## src/design/assert_macros.svh

```systemverilog
// Assertion macros shared by the design files.
// Each macro expands to one labeled concurrent assertion on a clock and active-low reset.
`ifndef ASSERT_MACROS_SVH
`define ASSERT_MACROS_SVH

// Property must hold at every clock edge outside reset.
`define PDF_ASSERT(label, clk, rst_n, prop, msg) \
  label: assert property (@(posedge clk) disable iff (!rst_n) prop) \
    else $error(msg);

// Expression must never be true outside reset.
`define PDF_ASSERT_NEVER(label, clk, rst_n, expr, msg) \
  `PDF_ASSERT(label, clk, rst_n, !(expr), msg)

`endif

```

## src/design/pdf_pkg.sv

```systemverilog
// Shared constants and types of the Pareto dominance fitness unit.
// No dependencies; used by every module of the block.
`timescale 1ns / 1ps

package pdf_pkg;

  localparam int unsigned MAX_SAMPLES_DEF = 64;
  localparam int unsigned OBJECTIVES_DEF  = 4;

  localparam int unsigned OBJ_W     = 32;
  localparam int unsigned RANK_W    = 7;
  localparam int unsigned SIDX_W    = 6;
  localparam int unsigned FRAC_BITS = 16;
  localparam int unsigned OBJ_PORTS = 4;

  localparam int unsigned MASK_W  = 4;
  localparam int unsigned APB_W   = 32;
  localparam int unsigned ADDR_W  = 3;

  localparam int unsigned REG_MODE = 0;
  localparam int unsigned REG_MASK = 1;

  localparam logic       MODE_RESET = 1'b1;
  localparam logic [3:0] MASK_RESET = 4'hF;

  // Commands from the controller to the datapath.
  typedef struct packed {
    logic wr_en;      // store the incoming sample
    logic cmp_clear;  // clear the dominance count
    logic cmp_en;     // compare data on the two read ports
    logic div_load;   // load the divider with the count
    logic div_step;   // one quotient bit
    logic emit;       // register one result
    logic last;       // the result is the last of the set
  } pdf_cmd_t;

endpackage

```

## src/design/pdf_regs.sv

```systemverilog
// Configuration registers behind an APB-style port.
// Depends on pdf_pkg for register indexes, widths and reset values.
`timescale 1ns / 1ps

module pdf_regs (
  input  logic                        clk_i,
  input  logic                        rst_ni,
  input  logic                        psel,
  input  logic                        penable,
  input  logic                        pwrite,
  input  logic [pdf_pkg::ADDR_W-1:0]  paddr,
  input  logic [pdf_pkg::APB_W-1:0]   pwdata,
  output logic [pdf_pkg::APB_W-1:0]   prdata,
  output logic                        pready,
  output logic                        mode_o,
  output logic [pdf_pkg::MASK_W-1:0]  mask_o
);

  logic                       mode_q;
  logic [pdf_pkg::MASK_W-1:0] mask_q;
  logic                       reg_idx;
  logic                       wr_en;

  assign pready  = 1'b1;
  assign reg_idx = paddr[2];
  assign wr_en   = psel && penable && pwrite && pready;

  always_ff @(posedge clk_i or negedge rst_ni) begin
    if (!rst_ni) begin
      mode_q <= pdf_pkg::MODE_RESET;
      mask_q <= pdf_pkg::MASK_RESET;
    end else if (wr_en) begin
      case (reg_idx)
        1'(pdf_pkg::REG_MODE): mode_q <= pwdata[0];
        1'(pdf_pkg::REG_MASK): mask_q <= pwdata[pdf_pkg::MASK_W-1:0];
        default: ;
      endcase
    end
  end

  always_comb begin
    case (reg_idx)
      1'(pdf_pkg::REG_MODE): prdata = pdf_pkg::APB_W'(mode_q);
      1'(pdf_pkg::REG_MASK): prdata = pdf_pkg::APB_W'(mask_q);
      default:               prdata = '0;
    endcase
  end

  assign mode_o = mode_q;
  assign mask_o = mask_q;

endmodule

```

## config.mk

```make
export PLATFORM = sky130hd
export DESIGN_NAME = pdf_regs
export DESIGN_NICKNAME = d
export VERILOG_FILES = /design/src/design/assert_macros.svh /design/src/design/pdf_pkg.sv /design/src/design/pdf_regs.sv
export SDC_FILE = /design/constraint.sdc
export NUM_CORES = 1
export LEC_CHECK = 0
export ABC_AREA = 1
export BUFFER_PORTS_ARGS = -buffer_cell sky130_fd_sc_hd__buf_2
export CAP_MARGIN = 15
export CORE_MARGIN = 2
export CORE_UTILIZATION = 30
export CTS_CLUSTER_DIAMETER = 100
export DETAILED_ROUTE_END_ITERATION = 10
export GPL_TIMING_DRIVEN = 0
export HOLD_SLACK_MARGIN = 0.03
export MAX_ROUTING_LAYER = met4
export PLACE_DENSITY = 0.89
export SLEW_MARGIN = 20
export SYNTH_ARGS = -nofsm -noshare
export SYNTH_HDL_FRONTEND = slang
export SYNTH_SLANG_ARGS = --single-unit
```

## constraint.sdc

```tcl
create_clock -name clk_i -period 1.87 [get_ports clk_i]
set_input_delay 0.374 -clock clk_i [delete_from_list [all_inputs] [get_ports clk_i]]
set_output_delay 0.374 -clock clk_i [all_outputs]
set_load 0.1 [all_outputs]
```

==> metrics.md <==
| Metric | Value |
|---|---|
| Fraction of layout cells with a size suffix above 1 | 55.7% |
| Initial antenna violation count | 0 |
| Core box area | 1540 µm² |
| Post-Place Cells | 127 |
| Filler cell count | between 150 and 200 |
| Die Span Y | approximately 45 µm |
| Final setup vio count | 0 |
| Asr flop ratio synth | 100% |
| Clock Sinks | 5 |
| Cell Pwr Density | around 1200 nW/µm² |
| Largest net degree at the start of global routing | 11 |
| Worst Path Max Fanout | 3 |
| Vias | ~440 |
| Worst R2R Start | mask_o[2]$_DFFE_PN1P_ |
| Slowest cell on the critical path | dfstp_2 |
| Post-DP HPWL | between 800 and 900 µm |
| CTS tree | done |
| Setup Fix Bufs, Post-CTS | 0 |
| Number of global-route vias before repair | between 300 and 400 |
| Synth Area per Inst | roughly 7.5 µm² |
| Post-synth EDFFs | 0 |
| Synthesis Warnings | 0 |
| IO Count | 78 |
| Yosys top cell area share | between 40% and 50% |
| Post-CTS sizing | 0 |
| Critical Path AT | 1.33 ns |
| Main area contributors after synthesis | buf_4, dfstp_2, nand2_1, nand3_1, nand4_2 |
| FMAX | 586 MHz |
| Synthesized instance count | 67 |
| CTS Hold Buffers Added | 0 |
| Critical setup path kind | reg -> out |
| Mapped cell area | 504 µm² |
| Post-route ant nets | 0 |
| RSZ-0062 raised after global routing | no |
| Hold WC Path Type | in -> async |
| CP Capture Type | primary output |
| Post-synth top cells | buf_4, nand2_1, dfstp_2, nand3_1, inv_1 |
| Final wirelength | around 900 µm |
| Crit start category | flop |
| Antenna Cells | 0 |
| Global route overflow | 0 |
| Total Power | 0.000910 W |
| Post-Layout Cell Count | ~130 |
| Yosys cell types | 11 |
| Routed length per instance | roughly 6.8 µm |
| VDD IR max | approximately 0.00042 V |
| Final Hold Viols | 0 |
| Register area | 131 µm² |
| Initial DRC Count | 1 |
| Worst R2R End | mask_o[2]$_DFFE_PN1P_ |
| Sequential share of the synthesized area | about a quarter |
| Gpl congestion | 0.695 |
| Layout Nets | approximately 160 |
| Multi-input gate area | ~230 µm² |
| Rows | 14 |
| Total GRT Usage | between 10% and 20% |
| Vias/cell | about 3.4 |
| CP Data Required Time | around 1.5 ns |
| Pins Over Slew Limit | 0 |
| DRC Markers | 0 |
| CTS H-tree depth | 1 |
| Clock transition at path regs | roughly 0.040 ns |
| Fin crit share | 91.2% |
| First-pass GRT wire length | 1350 µm |
| Max-cap violations | 0 |
| Worst-skew pair later-pin latency | between 0.2 and 0.25 ns |
| Synth area leader | buf_4 |
| CP peak stage delay | roughly 0.53 ns |
| Min Tclk post-route | 1.71 ns |
| Clock Root Buffer | clkbuf_4 |
| Worst r2r path cells | 2 |
| Top-count cell post-synth | buf_4 |
| Number of synthesized register bits | 5 |
| CTS buffer count | 3 |
| Clock buffer depth | 2 |
| Initial Util | between 30% and 40% |
| Status | finished, final reports clean |
| Flop2flop setup slack | roughly 1.2 ns |
| Area growth from synthesis to layout | 48.9% |
| Prevailing post-synth register cell | dfstp_2 |
| Final Util | approximately 49% |
| Pre-antenna DRT Iters | 2 |
| Die width | ~45 µm |
| Skew final | 0 ns |
| LEAKAGE | roughly 0.47 nW |
| Hold Worst Slack | between 0.1 and 0.15 ns |
| Port Buffers | 17 |
| Post-Route Setup TNS | 0 ns |
| Critical Path, Cell by Cell | nand2_1 -> clkinvlp_4 -> buf_2 |
| Die footprint | slightly above 2000 µm² |
flip-flops by register name (all words and copies together), names as in the netlist:
register / cells
mask_o: 4
mode_o: 1
layer usage:
metal / GRT usage [%] / up-vias / share of wire, %
met5: - / - / 0
met4: 8.82 / 0 / 3.2
met3: 3.60 / 4 / 15
met2: 17.7 / 31 / 50
met1: 8.46 / 166 / 32
li1: - / 243 / -
worst max-delay path, delay by kind of cell (launching register included):
kind,cells,cell delay (ns)
buffers and inverters,2,0.48
flip-flops,1,0.53
AND/OR/NAND/NOR,1,0.08
area by class of cell:
cell class / count / area share [%]
plain buffers: 30 / 30.0
clock buffers: 4 / 3.50
inverters: 5 / 4.00
multi-input cells: 54 / 31.0
flip-flops and latches: 5 / 17.5
well taps: 16 / 2.67
repair buffers: 17 / 11.3
power breakdown:
group	leakage (nW)	internal (W)	total (W)	switching (W)
Clock	0.0150	0.0000804	0.000121	0.0000403
Combinational	0.404	0.0000864	0.000630	0.000543
Sequential	0.0523	0.000144	0.000160	0.0000158
per-stage QoR:
step                      setup slack [ns]  area (µm²)
after detailed placement             0.371         724
after global routing                 0.104         751
after global placement               0.392         724
final                                0.164         751
after floorplan                      0.119         619
after CTS                            0.147         751
placed cells by master, fill, tap and decap left out:
master	synthesis	final
buf_2	0	17
nor2_4	1	1
nand4_2	1	1
buf_4	30	30
nand3_1	5	5
nand4_1	1	1
clkbuf_4	0	3
clkinvlp_4	0	3
clkbuf_1	0	1
inv_2	2	2
nand2_2	1	2
conb_1	2	29
dfstp_2	5	5
nand2_1	16	15
cells by family (layout without fill, tap and decap cells):
| kind of cell | Yosys count | count (layout) | synth area share [%] |
|---|---|---|---|
| buffers and inverters | 35 | 56 | 48.4 |
| AND/OR/NAND/NOR | 25 | 25 | 24.1 |
| flip-flops | 5 | 5 | 26.1 |
| other | 2 | 29 | 1.49 |
worst max-delay path by stage:
stage | startpoint | to | slack, ns
floorplan | mask_o[0]$_DFFE_PN1P_ | prdata[0] | 0.12
global placement | paddr[2] | prdata[0] | 0.39
detailed placement | paddr[2] | prdata[0] | 0.37
CTS | mask_o[1]$_DFFE_PN1P_ | prdata[1] | 0.15
global route | mask_o[1]$_DFFE_PN1P_ | prdata[1] | 0.10
finish | mask_o[1]$_DFFE_PN1P_ | prdata[1] | 0.16
No activity file was read; power rests on OpenSTA's default activity.
