--- config.mk ---
export PLATFORM = sky130hd
export DESIGN_NAME = pdf_ctrl
export DESIGN_NICKNAME = d
export VERILOG_FILES = /design/src/design/pdf_pkg.sv /design/src/design/pdf_ctrl.sv
export VERILOG_INCLUDE_DIRS = /design/src /design/src/design
export SDC_FILE = /design/constraint.sdc
export NUM_CORES = 1
export LEC_CHECK = 0
export BUFFER_PORTS_ARGS = -buffer_cell sky130_fd_sc_hd__clkbuf_2
export CAP_MARGIN = 10
export CELL_PAD_IN_SITES_DETAIL_PLACEMENT = 1
export CELL_PAD_IN_SITES_GLOBAL_PLACEMENT = 1
export CORE_ASPECT_RATIO = 2
export CORE_UTILIZATION = 44
export DETAILED_ROUTE_END_ITERATION = 10
export GPL_ROUTABILITY_DRIVEN = 0
export PLACE_DENSITY_LB_ADDON = 0.1
export SKIP_LAST_GASP = 1
export SYNTH_ARGS = -nofsm -noshare
export SYNTH_HDL_FRONTEND = slang
export SYNTH_SLANG_ARGS = --single-unit
--- constraint.sdc ---
create_clock -name clk_i -period 3.25 [get_ports clk_i]
set_input_delay 0.65 -clock clk_i [delete_from_list [all_inputs] [get_ports clk_i]]
set_output_delay 0.65 -clock clk_i [all_outputs]
set_load 0.01 [all_outputs]
--- src/design/assert_macros.svh ---
// Assertion macros shared by the design files.
// Each macro expands to one labeled concurrent assertion on a clock and active-low reset.
`ifndef ASSERT_MACROS_SVH
`define ASSERT_MACROS_SVH

// Property must hold at every clock edge outside reset.
`define PDF_ASSERT(label, clk, rst_n, prop, msg) \
  label: assert property (@(posedge clk) disable iff (!rst_n) prop) \
    else $error(msg);

// Expression must never be true outside reset.
`define PDF_ASSERT_NEVER(label, clk, rst_n, expr, msg) \
  `PDF_ASSERT(label, clk, rst_n, !(expr), msg)

`endif

--- src/design/pdf_pkg.sv ---
// Shared constants and types of the Pareto dominance fitness unit.
// No dependencies; used by every module of the block.
`timescale 1ns / 1ps

package pdf_pkg;

  localparam int unsigned MAX_SAMPLES_DEF = 64;
  localparam int unsigned OBJECTIVES_DEF  = 4;

  localparam int unsigned OBJ_W     = 32;
  localparam int unsigned RANK_W    = 7;
  localparam int unsigned SIDX_W    = 6;
  localparam int unsigned FRAC_BITS = 16;
  localparam int unsigned OBJ_PORTS = 4;

  localparam int unsigned MASK_W  = 4;
  localparam int unsigned APB_W   = 32;
  localparam int unsigned ADDR_W  = 3;

  localparam int unsigned REG_MODE = 0;
  localparam int unsigned REG_MASK = 1;

  localparam logic       MODE_RESET = 1'b1;
  localparam logic [3:0] MASK_RESET = 4'hF;

  // Commands from the controller to the datapath.
  typedef struct packed {
    logic wr_en;      // store the incoming sample
    logic cmp_clear;  // clear the dominance count
    logic cmp_en;     // compare data on the two read ports
    logic div_load;   // load the divider with the count
    logic div_step;   // one quotient bit
    logic emit;       // register one result
    logic last;       // the result is the last of the set
  } pdf_cmd_t;

endpackage

--- src/design/pdf_ctrl.sv ---
// Controller state machine: sample loading, per-sample compare sweep and divide (dominance mode), and emit.
// Depends on pdf_pkg for the command struct and assert_macros.svh for checks.
`timescale 1ns / 1ps
`include "assert_macros.svh"

module pdf_ctrl #(
  parameter int unsigned MAX_SAMPLES = pdf_pkg::MAX_SAMPLES_DEF,
  localparam int unsigned IDX_W  = $clog2(MAX_SAMPLES),
  localparam int unsigned CNT_W  = $clog2(MAX_SAMPLES + 1)
) (
  input  logic              clk_i,
  input  logic              rst_ni,
  input  logic              start_i,
  output logic              busy_o,
  input  logic              final_sample_i,
  input  logic              mode_i,
  output pdf_pkg::pdf_cmd_t cmd_o,
  output logic [IDX_W-1:0]  wr_addr_o,
  output logic [IDX_W-1:0]  addr_a_o,
  output logic [IDX_W-1:0]  addr_b_o,
  output logic [CNT_W-1:0]  count_o
);

  localparam int unsigned STEP_W = $clog2(pdf_pkg::FRAC_BITS);

  localparam logic [2:0] S_IDLE  = 3'd0;
  localparam logic [2:0] S_PREP  = 3'd1;
  localparam logic [2:0] S_CMP   = 3'd2;
  localparam logic [2:0] S_DLOAD = 3'd3;
  localparam logic [2:0] S_DIV   = 3'd4;
  localparam logic [2:0] S_EMIT  = 3'd5;

  logic [2:0]        state_q, state_d;
  logic [CNT_W-1:0]  count_q, count_d;
  logic [IDX_W-1:0]  s_q, s_d;
  logic [CNT_W-1:0]  k_q, k_d;
  logic [STEP_W-1:0] step_q, step_d;
  logic              last_sample;

  assign last_sample = (CNT_W'(CNT_W'(s_q) + CNT_W'(1)) == count_q);

  always_comb begin
    state_d = state_q;
    count_d = count_q;
    s_d     = s_q;
    k_d     = k_q;
    step_d  = step_q;
    cmd_o   = '0;
    busy_o  = 1'b1;
    case (state_q)
      S_IDLE: begin
        busy_o = 1'b0;
        if (start_i) begin
          cmd_o.wr_en = 1'b1;
          count_d     = CNT_W'(count_q + CNT_W'(1));
          // A sample that fills the store closes the set as well.
          if (final_sample_i || (count_q == CNT_W'(MAX_SAMPLES - 1))) begin
            s_d     = '0;
            state_d = S_PREP;
          end
        end
      end
      S_PREP: begin
        k_d             = '0;
        cmd_o.cmp_clear = 1'b1;
        state_d         = mode_i ? S_CMP : S_EMIT;
      end
      S_CMP: begin
        // Read data comes in the cycle after its address, so k runs up to count and compares start at k = 1.
        cmd_o.cmp_en = (k_q != '0);
        k_d          = CNT_W'(k_q + CNT_W'(1));
        if (k_q == count_q) begin
          state_d = S_DLOAD;
        end
      end
      S_DLOAD: begin
        cmd_o.div_load = 1'b1;
        step_d         = '0;
        state_d        = S_DIV;
      end
      S_DIV: begin
        cmd_o.div_step = 1'b1;
        step_d         = STEP_W'(step_q + STEP_W'(1));
        if (step_q == STEP_W'(pdf_pkg::FRAC_BITS - 1)) begin
          state_d = S_EMIT;
        end
      end
      S_EMIT: begin
        cmd_o.emit = 1'b1;
        cmd_o.last = last_sample;
        if (last_sample) begin
          count_d = '0;
          state_d = S_IDLE;
        end else begin
          s_d     = IDX_W'(s_q + IDX_W'(1));
          state_d = S_PREP;
        end
      end
      default: begin
        state_d = S_IDLE;
      end
    endcase
  end

  always_ff @(posedge clk_i or negedge rst_ni) begin
    if (!rst_ni) begin
      state_q <= S_IDLE;
      count_q <= '0;
      s_q     <= '0;
      k_q     <= '0;
      step_q  <= '0;
    end else begin
      state_q <= state_d;
      count_q <= count_d;
      s_q     <= s_d;
      k_q     <= k_d;
      step_q  <= step_d;
    end
  end

  assign wr_addr_o = count_q[IDX_W-1:0];
  assign addr_a_o  = s_q;
  assign addr_b_o  = k_q[IDX_W-1:0];
  assign count_o   = count_q;

  `PDF_ASSERT(a_sweep_bound, clk_i, rst_ni, (state_q == S_CMP) |-> (k_q <= count_q), "compare sweep ran past the set")
  `PDF_ASSERT(a_last_to_idle, clk_i, rst_ni, (cmd_o.emit && cmd_o.last) |=> (state_q == S_IDLE), "last result did not return to idle")
  `PDF_ASSERT_NEVER(a_eval_nonempty, clk_i, rst_ni, (state_q != S_IDLE) && (count_q == '0), "evaluation with an empty set")

endmodule

==> results.md <==
- Syn avg cell area: 8.92 um^2
- Clock Skews: 0.00757 ns
- Reg2reg path depth: 6
- Root Buffer: clkbuf_8
- Clk slew on worst S/H paths: 0.10 ns
- Reg2reg end: addr_a_o[5]$_DFFE_PN0P_
- Dpl hpwl: 3.89 mm
- Number of synthesized flops with an enable pin: 0
- Drt wl/cell: roughly 18 um
- DRC: 0
- RSZ-0062 raised after global routing: false
- Setup slack, reg-to-reg: 0.84 ns
- DRT Wirelength: 4.90 mm
- First-pass GRT wire length: 7.86 mm
- Outcome: complete, no violations
- Row cnt: 32
- WS Path Type: reg -> out
- Seq cells post-synth: 27
- Die ar.: 4330 um^2
- CTS tree: yes
- Depth of the CTS H-tree: 1
- DRT iter0 DRCs: 14
- Largest net degree at the start of global routing: 28
- Core ar.: 3880 um^2
- Die span in x: 47.0 um
- NumNets Final: 233
- Seq/Total Area, Yosys: 0.379
- Reg2reg start: addr_a_o[2]$_DFFE_PN0P_
- Post-Syn Area: about 1800 um^2
- Vias/cell: 5.60
- Final ANT Viol Nets: 0
- Max Cap Viol: 0
- Die Height: around 92 um
- Antenna cell count: 0
- Syn Nets: 210
- Warnings from Yosys: 0
- Clock Sinks: 27
- PostCTS Resize Cnt: 0
- Share of layout cells above drive strength 1: 0.225
- Required time worst endpoint: 2.60 ns
- Initial Util: 0.459
- Pins Over Slew Limit: 0
- Area growth from synthesis to layout: 8.91%
- CP Launch Type: flip-flop
- Hold-fix buffers, CTS: 0
- Rel. slew slack: 0.519
- Top Ports: 38
- WP data arrival: between 2 and 2.5 ns
- Distinct cells, synth: between 40 and 50
- Critical path fanouts, max: 10
- VDD IR max: 0.431 mV
- Worst-Margin Slew: between 0.7 and 0.8 ns
- Async SR Flop Fraction: 1.00
- Worst min path class: in -> async
- Final setup fails: 0
- Crit end category: output pin
- Final period utilization: 0.878
- CTS max path bufs: 2
- Power consumption: about 1.6 mW
- Detailed Routing Iterations Pass 1: 4
- Worst skew pair latency: 0.28 ns
- Setup TNS: 0 ns
- Post-CTS setup buffer count: 0
- Power Density: ~840 nW/um^2
- TritonCTS buffer count: 3
- Leak: 0.922 nW
- Ys flop type: dfrtp_1
- Min Tclk post-route: 2.85 ns
- Cells after synthesis: 200
- GRT Total Usage: 0.252
- Vias: 1530
- Number of port buffers: 37
- Final core occ: 0.500
- Fin. Hold Viols: 0
- Vias in the first global route: 1638
- Fmax: 351 MHz
- Initial antenna violation count: 0
- Grt ovf: 0
==> synthesized netlist by cell type, types with 2 or more instances <==
library cell	number	area, um^2
nand2_1	22	82.6
xnor2_1	14	123
o31ai_1	2	15.0
clkbuf_1	4	15.0
nand4_1	7	43.8
inv_1	10	37.5
nand2b_1	2	12.5
or3_1	2	12.5
o21ai_0	16	80.1
nor2_1	15	56.3
o211ai_1	4	30.0
nand3_1	9	45.0
dfrtp_1	27	676
or4_2	2	17.5
or2_2	2	12.5
buf_4	14	105
ha_1	5	62.6
xor2_1	6	52.6
nor4_1	4	25.0
buf_6	2	22.5
nor3_1	3	15.0
and2_1	3	18.8
a21oi_1	2	10.0
==> layout by cell type (no fill, tap or decap), drive strengths merged, types with 2 or more instances in the layout <==
cell	n
or3	3
or4	2
o21ai	16
nand2b	2
o211ai	4
nor3	3
xnor2	14
clkbuf	41
o31ai	2
ha	5
nand4	7
a21oi	2
dfrtp	27
inv	10
nand3	9
nor4	4
nor2	15
or2	2
xor2	6
and2	3
nand2	23
==> worst max-delay path by stage <==
stage / cells past startpoint / start / endpoint / slack, ns
2_1_floorplan: 6 / count_o[5]$_DFFE_PN0P_ / cmd_o[0] / 0.85
3_3_place_gp: 5 / addr_a_o[0]$_DFFE_PN0P_ / cmd_o[0] / 0.81
3_5_place_dp: 5 / addr_a_o[0]$_DFFE_PN0P_ / cmd_o[0] / 0.70
4_1_cts: 5 / addr_a_o[0]$_DFFE_PN0P_ / cmd_o[0] / 0.39
5_1_grt: 5 / addr_a_o[0]$_DFFE_PN0P_ / cmd_o[0] / 0.31
6_report: 5 / addr_a_o[2]$_DFFE_PN0P_ / cmd_o[0] / 0.40
==> cells by family after synthesis <==
kind of cell,synth area share
AND/OR/NAND/NOR,0.224
AO/OA/AOI/OAI,0.151
buffers and inverters,0.101
flip-flops,0.379
XOR/XNOR,0.0982
adder cells (fa/ha/maj),0.0351
multiplexers,0.0119
==> power by group <==
group,switching [mW],internal (mW),total [mW]
combinational,0.467,0.333,0.800
sequential,0.193,0.432,0.625
clock,0.112,0.0881,0.200
==> layer usage <==
metal  share of wire  GRT usage  vias to the layer above
met5               0          0                        -
met4           0.022     0.0881                        0
met3           0.021     0.0276                       12
met2            0.59      0.473                       33
met1            0.37      0.261                      755
li1                -          -                      730
==> registers in the layout (all words and copies together), names as in the netlist <==
register / cells
state_q: 3
step_q: 4
count_o: 7
addr_a_o: 6
k_q: 7
==> final cells by class <==
type                    count  area [um^2]
well taps                  51         63.8
inverters                  10         37.5
flip-flops and latches     27          676
fillers                   497         1940
multi-input cells         143          928
clock buffers               4         45.0
repair buffers             38          193
==> critical path: stages (launching register included) <==
cell	delay (ns)
dfrtp_1	0.54
nand2_2	0.13
or3_4	0.43
a2111oi_4	0.41
and4_1	0.28
clkbuf_2	0.14
==> per-stage QoR <==
step                instance area (um^2)  std cells  hold WS (ns)  setup WS, ns
detailed placement                  1900        269         0.489         0.705
global placement                    1900        269         0.484         0.808
CTS                                 1940        273         0.437         0.394
finish                              1940        273         0.402         0.398
floorplan                           1780        200         0.354         0.849
global route                        1940        273         0.474         0.310
No activity file was read; power rests on OpenSTA's default activity.
